**config.mk**
```make
export PLATFORM = sky130hd
export DESIGN_NAME = gbbf_divider
export DESIGN_NICKNAME = d
export VERILOG_FILES = /design/src/hdl/gaussian_bayes_band_fusion_core_assert.svh /design/src/hdl/gbbf_pkg.sv /design/src/hdl/gbbf_divider.sv
export SDC_FILE = /design/constraint.sdc
export NUM_CORES = 2
export LEC_CHECK = 0
export BUFFER_PORTS_ARGS = -buffer_cell sky130_fd_sc_hd__buf_2
export CAP_MARGIN = 20
export CORE_MARGIN = 5
export CORE_UTILIZATION = 31
export CTS_BUF_LIST = sky130_fd_sc_hd__clkbuf_8 sky130_fd_sc_hd__clkbuf_16
export DETAILED_ROUTE_END_ITERATION = 16
export PLACE_DENSITY = 0.47
export SLEW_MARGIN = 40
export SYNTH_ARGS = -nofsm -noshare
export SYNTH_HDL_FRONTEND = slang
export SYNTH_SLANG_ARGS = --single-unit
```
**constraint.sdc**
```tcl
create_clock -name clk -period 10.1 [get_ports clk]
set_input_delay 2.02 -clock clk [delete_from_list [all_inputs] [get_ports clk]]
set_output_delay 2.02 -clock clk [all_outputs]
set_load 0.02 [all_outputs]
```
**src/hdl/gaussian_bayes_band_fusion_core_assert.svh**
```systemverilog
// assertion macros for the fusion core
`ifndef GAUSSIAN_BAYES_BAND_FUSION_CORE_ASSERT_SVH
`define GAUSSIAN_BAYES_BAND_FUSION_CORE_ASSERT_SVH

// same-cycle implication, checked outside reset
`define GBBF_ASSERT_IMPLY(label, ante, cons) \
  label: assert property (@(posedge clk) disable iff (rst) (ante) |-> (cons)) \
    else $error("gbbf assertion failed");

// next-cycle implication, checked outside reset
`define GBBF_ASSERT_NEXT(label, ante, cons) \
  label: assert property (@(posedge clk) disable iff (rst) (ante) |=> (cons)) \
    else $error("gbbf assertion failed");

`endif

```
**src/hdl/gbbf_pkg.sv**
```systemverilog
package gbbf_pkg;

  // field widths
  localparam int SAMPLE_W  = 16;
  localparam int BAND_W    = 2;
  localparam int TIME_W    = 8;
  localparam int PROB_W    = 17;
  localparam int MODEL_W   = 32;
  localparam int HALF_W    = 16;
  localparam int NUM_MODELS = 8;
  localparam int CFG_IDX_W = 3;
  localparam int MAX_TIMES = 256;
  localparam int MAX_BANDS = 4;

  // register index bases of the two model groups
  localparam logic [CFG_IDX_W-1:0] FOREST_BASE = 3'd0;
  localparam logic [CFG_IDX_W-1:0] NF_BASE     = 3'd4;

  // probability constants in Q16
  localparam logic [PROB_W-1:0] ONE_Q16  = 17'd65536;
  localparam logic [PROB_W-1:0] HALF_Q16 = 17'd32768;

  // density datapath
  localparam int Z_W       = 32;
  localparam int Z_LIM_W   = 19;
  localparam int Q_W       = 21;
  localparam int ACC_W     = 33;
  localparam int G_W       = 32;
  localparam int DENS_W    = 40;
  localparam int EXP_STEPS = 21;
  localparam int DENS_LAT  = 3 + EXP_STEPS + 2;
  localparam logic [ACC_W-1:0]  ACC_ONE      = 33'h1_0000_0000;
  localparam logic [30:0]       INV_SQRT_2PI = 31'd1713444050;
  localparam logic [DENS_W-1:0] NF_MIN       = 40'd42950;

  // exp(-w) in Q0.32 for weights 1/2 .. 1/65536, then 1, 2, 4, 8, 16
  localparam logic [31:0] EXP_TAB [EXP_STEPS] = '{
    32'd2605029347, 32'd3344923893, 32'd3790295335, 32'd4034748382,
    32'd4162825044, 32'd4228380000, 32'd4261543595, 32'd4278222805,
    32'd4286595067, 32'd4290775039, 32'd4292870656, 32'd4293918848,
    32'd4294443040, 32'd4294705160, 32'd4294836226, 32'd4294901760,
    32'd1580030169, 32'd581260615,  32'd78665071,   32'd1440801,
    32'd483
  };

  // bit of q that enables exp step k
  function automatic int exp_bit(int k);
    return (k < 16) ? (15 - k) : k;
  endfunction

  // divider
  localparam int DIV_STEPS = PROB_W;
  localparam int DEN_W     = 40;
  localparam int BAYES_W   = 33;

  // item tag that travels beside the data
  typedef struct packed {
    logic              valid;
    logic [BAND_W-1:0] band;
    logic [TIME_W-1:0] tidx;
    logic              last;
    logic              ovr;
    logic [PROB_W-1:0] p;
  } tag_t;

endpackage

```
**src/hdl/gbbf_divider.sv**
```systemverilog
module gbbf_divider (
  input  logic                         clk,
  input  logic                         rst,
  input  logic                         en,
  input  logic [gbbf_pkg::DEN_W-1:0]   num,
  input  logic [gbbf_pkg::DEN_W-1:0]   den,
  input  gbbf_pkg::tag_t               tag_in,
  output logic [gbbf_pkg::PROB_W-1:0]  quo,
  output gbbf_pkg::tag_t               tag_out,
  output gbbf_pkg::tag_t               tags [gbbf_pkg::DIV_STEPS]
);
  import gbbf_pkg::*;

  // restoring division of num * 2^16 by den, num <= den, one bit per stage
  logic [DEN_W-1:0]  rem [DIV_STEPS];
  logic [DEN_W-1:0]  dn  [DIV_STEPS];
  logic [PROB_W-1:0] qq  [DIV_STEPS];
  tag_t              tg  [DIV_STEPS];

  for (genvar j = 0; j < DIV_STEPS; j++) begin : g_step
    logic [DEN_W:0]    rem_s;
    logic [DEN_W:0]    sub;
    logic [DEN_W-1:0]  d_in;
    logic [PROB_W-1:0] q_in;
    tag_t              t_in;
    logic              ge;

    if (j == 0) begin : g_first
      assign rem_s = {1'b0, num};
      assign d_in  = den;
      assign q_in  = '0;
      assign t_in  = tag_in;
    end else begin : g_next
      assign rem_s = {rem[j-1], 1'b0};
      assign d_in  = dn[j-1];
      assign q_in  = qq[j-1];
      assign t_in  = tg[j-1];
    end

    assign sub = rem_s - {1'b0, d_in};
    assign ge  = rem_s >= {1'b0, d_in};

    always_ff @(posedge clk) begin
      if (en) begin
        rem[j] <= ge ? sub[DEN_W-1:0] : rem_s[DEN_W-1:0];
        dn[j]  <= d_in;
        qq[j]  <= {q_in[PROB_W-2:0], ge};
      end
    end

    always_ff @(posedge clk) begin
      if (rst) begin
        tg[j] <= '0;
      end else if (en) begin
        tg[j] <= t_in;
      end
    end
  end

  assign quo     = qq[DIV_STEPS-1];
  assign tag_out = tg[DIV_STEPS-1];
  assign tags    = tg;

endmodule

```
* Yosys cells after proc, flatten, opt, wreduce, memory -nomap -nowiden
Memories as Yosys holds them, arrays and structs flattened.
Index checks and enable logic that the tools add are counted.
Widths: inputs -> output; s select.
** Storage, ports and cells
- Register bits :: 510
- Bits in writable memories :: 1649
- Input bits :: 113
- Output and inout bits :: 557
- Logic and storage cells :: 158
- Memories :: 3
** Operators by class
- Add/sub/neg operators :: 17
- Order comparisons :: 17
- Muxes and demuxes :: 19
** Memories
- dn :: words 17, bits a word 40, rd ports 16, clocked after Yosys merged registers in 0, write ports 17, RTL line gbbf_divider.sv:16 : logic [DEN_W-1:0] dn [DIV_STEPS];
- rem :: words 17, bits a word 40, rd ports 16, clocked after Yosys merged registers in 0, write ports 17, RTL line gbbf_divider.sv:15 : logic [DEN_W-1:0] rem [DIV_STEPS];
- qq :: words 17, bits a word 17, rd ports 17, clocked after Yosys merged registers in 0, write ports 17, RTL line gbbf_divider.sv:17 : logic [PROB_W-1:0] qq [DIV_STEPS];
** Operators with widths (count)
- $mux 40 :: 17
- $sub 40x40->40 :: 17
- $ge 41x40->1 :: 16
- $ge 40x40->1 :: 1
- $mux 1 :: 2

* Depth between registers and ports, before layout
An unclocked memory read counts as a cell.
- Word-level depth :: 3
- Mapped depth :: 16
- Mapped depth without buffers :: 14

* Worst setup path after synthesis
No wires, ideal clock.
- Kind :: input -> register
- Start :: input port den[2] in the netlist's numbering
- End :: memory rem[0][38] (data pin)
- Arrival time :: 4.630 ns
- Data required time :: 9.833 ns
- Path slack :: 5.203 ns
- Cell stages on the path :: 13
- Cell sequence :: inv_1 > ha_1 > nor2b_1 > o2111ai_1 > a21boi_0 > o32ai_2 > o21ai_0 > a2111o_1 > a21oi_1 > nor3_1 > a211oi_2 > xor2_1 > o21ai_0
** RTL lines
- start, declared :: RTL line gbbf_divider.sv:6 : input logic [gbbf_pkg::DEN_W-1:0] den,
- end, declared :: RTL line gbbf_divider.sv:15

==> flow_metrics.env <==
export IMPL_boundaryPins=670
export IMPL_yosysTopAreaCellShare_pct=41.4
export IMPL_clk_latency_ns=0.93
export IMPL_clk_path_buf_depth=4
export IMPL_chipHeight_um=589
export IMPL_drt_iter0_markers=3893
export IMPL_regArea_um2=53200
export IMPL_grt_pass1_vias=74800
export IMPL_synth_cell_types=94
export IMPL_period_minus_slack_ns=5.09
export IMPL_max_slew_margin_rel_pct=40.0
export IMPL_cts_hold_buf=0
export IMPL_cp_required_ns=10.75
export IMPL_max_freq_mhz=196
export IMPL_syn_inst=9860
export IMPL_layout_common_cells="edfxtp_1, nor2_1, inv_1"
export IMPL_finalSetupViolations=0
export IMPL_min_period_over_period_pct=50.4
export IMPL_ys_ff_latch=1943
export IMPL_rsz0062_at_grt="false"
export IMPL_final_setup_tns_ns=0
export IMPL_num_rows=212
export IMPL_synthArstFlopShare_pct=0
export IMPL_nFillCells=32900
export IMPL_drive_gt1_share_pct=11.8
export IMPL_final_antenna_net_count=0
export IMPL_drc=0
export IMPL_yosysWarningCount=0
export IMPL_report_final_slew_viol_count=0
export IMPL_cp_top_family="compound AO/OA/AOI/OAI gates"
export IMPL_cts_setup_buffers=0
export IMPL_area_growth_pct=14.9
export IMPL_synth_seq_area_share_pct=51.2
export IMPL_crit_path_cell_trace="buf_2 > inv_1 > ha_1 > fa_1 > nor2b_1 > o2111ai_1 > a21boi_0 > o32ai_2 > o31a_1 > o21ai_0 > a21oi_1 > o31ai_1 > o21ai_4 > buf_4 > mux2_2"
export IMPL_antenna_found_initial=7
export IMPL_critPathSlowestCell="a21boi_0"
export IMPL_placeableCoreArea_um2=334000
export IMPL_die_x_um=589
export IMPL_cts_made_buffers=237
export IMPL_io_buffer_count=669
export IMPL_hold_path_class="reg2reg"
export IMPL_mappedNetlistArea_um2=104000
export IMPL_gp_congestion=0.975
export IMPL_worst_pin_slew_ns=0.900
export IMPL_critPathBufInv=3
export IMPL_synth_area_per_cell_um2=10.5
export IMPL_htreeDepth=4
export IMPL_layout_commonest_cell="edfxtp_1"
export IMPL_grt_max_degree=142
export IMPL_drt_total_wl_mm=286
export IMPL_hold_violations=0
export IMPL_synth_edf_count=1433
export IMPL_min_from="qq[0][104]"
export IMPL_dr_pass1_iters=8
export IMPL_critPathMaxStageDelay_ns=0.43
export IMPL_synth_area_leader_cell="edfxtp_1"
export IMPL_viasPerCell=4.90
export IMPL_track_usage_pct=15.8
export IMPL_cp_startpoint="num[0]"
export IMPL_num_vias=73500
export IMPL_rr_startpoint="rem[0][322]"
export IMPL_grt_pass1_wl_mm=439
export IMPL_fin_util_pct=35.8
export IMPL_fin_skew_ns=0.0694
export IMPL_dieArea_um2=347000
export IMPL_numClockSinks=1943
export IMPL_status="finished, final reports clean"
export IMPL_cp_start_kind="primary input"
export IMPL_clk_transition_reported_paths_ns=0.06
export IMPL_num_nets_final=11200
export IMPL_maxCapViolCount=0
export IMPL_critPathArrivalTime_ns=5.75
export IMPL_p_leak_uw=0.0514
export IMPL_cts_root_buf="clkbuf_16"
export IMPL_cp_max_fo=79
export IMPL_multi_input_area_um2=46100
export IMPL_power_per_cell_area_nw_per_um2=296
export IMPL_synth_main_ff_cell="edfxtp_1"
export IMPL_dpl_hpwl_mm=220
export IMPL_post_drt_wl_per_cell_um=19.0
export IMPL_start_util_pct=31.1
export IMPL_peakVddDrop_mv=0.161
export IMPL_end_kind="flop"
export IMPL_synth_area_leaders="edfxtp_1, dfxtp_1, ha_1"
export IMPL_cts_tree="yes"
export IMPL_syn_nets=10700
export IMPL_grt_overflow=0
export IMPL_crit_type="in2reg"
export IMPL_cts_resized=0
==> cell families after synthesis <==
family	count (synthesis)	share of synthesized area [%]
AOI/OAI and AO/OA	2405	14.3
and+or+nand+nor	2378	10.1
DFF	1943	51.2
buffers and inverters	1234	4.73
adders and majority gates	695	8.48
muxes	653	6.47
xor gates and xnor gates	552	4.65
==> power by group <==
| part | internal (µW) | switching, µW |
|---|---|---|
| Sequential | 11100 | 912 |
| Combinational | 6080 | 9000 |
| Clock | 4860 | 3480 |
| Total | 22000 | 13400 |
==> routing by layer <==
| layer | part of all wire, % | global-route usage (%) |
|---|---|---|
| met5 | 0 | 0 |
| met4 | 6.2 | 8.66 |
| met3 | 3.0 | 1.74 |
| met2 | 51 | 29.0 |
| met1 | 40 | 18.0 |
==> worst reg2reg max path, stage by stage, from the launching register on <==
cell	delay, ns
edfxtp_1	0.41
ha_1	0.39
nand3_1	0.16
o21bai_1	0.22
a21oi_1	0.48
o2111ai_1	0.28
a211oi_1	0.46
a2111oi_2	0.13
a21oi_1	0.50
a31o_2	0.30
a41o_2	0.32
buf_4	0.56
mux2_2	0.51
==> synth_stat cells (47+ instances only) <==
master / instances
mux2_2: 94
o21a_1: 80
inv_1: 826
nor2b_1: 89
xor2_1: 230
o21ai_0: 643
xnor2_1: 322
clkbuf_1: 262
and3_1: 52
ha_1: 679
nand2b_1: 76
dfxtp_1: 510
buf_2: 47
a31oi_1: 77
nand2_1: 698
a21oi_1: 754
nand3_1: 118
a21o_1: 346
nor2_1: 969
mux2i_1: 517
o21bai_1: 98
nand4_1: 137
a211oi_1: 55
edfxtp_1: 1433
o31ai_1: 53
nor3_1: 82
==> final timing paths <==
| path | endpoint | slack (ns) | cells past startpoint |
|---|---|---|---|
| max | rem[0][3] | 5.01 | 15 |
| min | qq[0][122] | 0.39 | 0 |
| max reg2reg | rem[0][367] | 5.12 | 12 |
| min reg2reg | qq[0][122] | 0.39 | 0 |
==> sequential cells by signal, indices dropped and copies added (netlist names) <==
| signal | flops |
|---|---|
| rem | 640 |
| tag_out | 30 |
| tags | 480 |
| qq | 153 |
| dn | 640 |
==> per-stage QoR <==
stage | total power (µW) | hold WS [ns] | setup slack, ns | area, µm² | instances
3_5_place_dp | 27200 | 0.405 | 4.13 | 112000 | 14600
6_report | 35400 | 0.393 | 5.01 | 120000 | 15000
5_1_grt | 38000 | 0.397 | 4.88 | 120000 | 15000
3_3_place_gp | 27000 | 0.401 | 4.09 | 112000 | 14600
2_1_floorplan | 23200 | 0.400 | 5.20 | 104000 | 9860
4_1_cts | 35800 | 0.390 | 5.15 | 119000 | 15000
==> final cells by class <==
type                       instances  area share (%)
antenna                            5          0.0105
clock buffer                     253            5.18
clock inverter                   184            1.23
inverter                         827            2.60
multi-input combinational       6683            38.6
sequential                      1943            44.5
tap                             4387            4.59
timing repair buffer             725            3.29
Power figures use the tool's default switching activity.
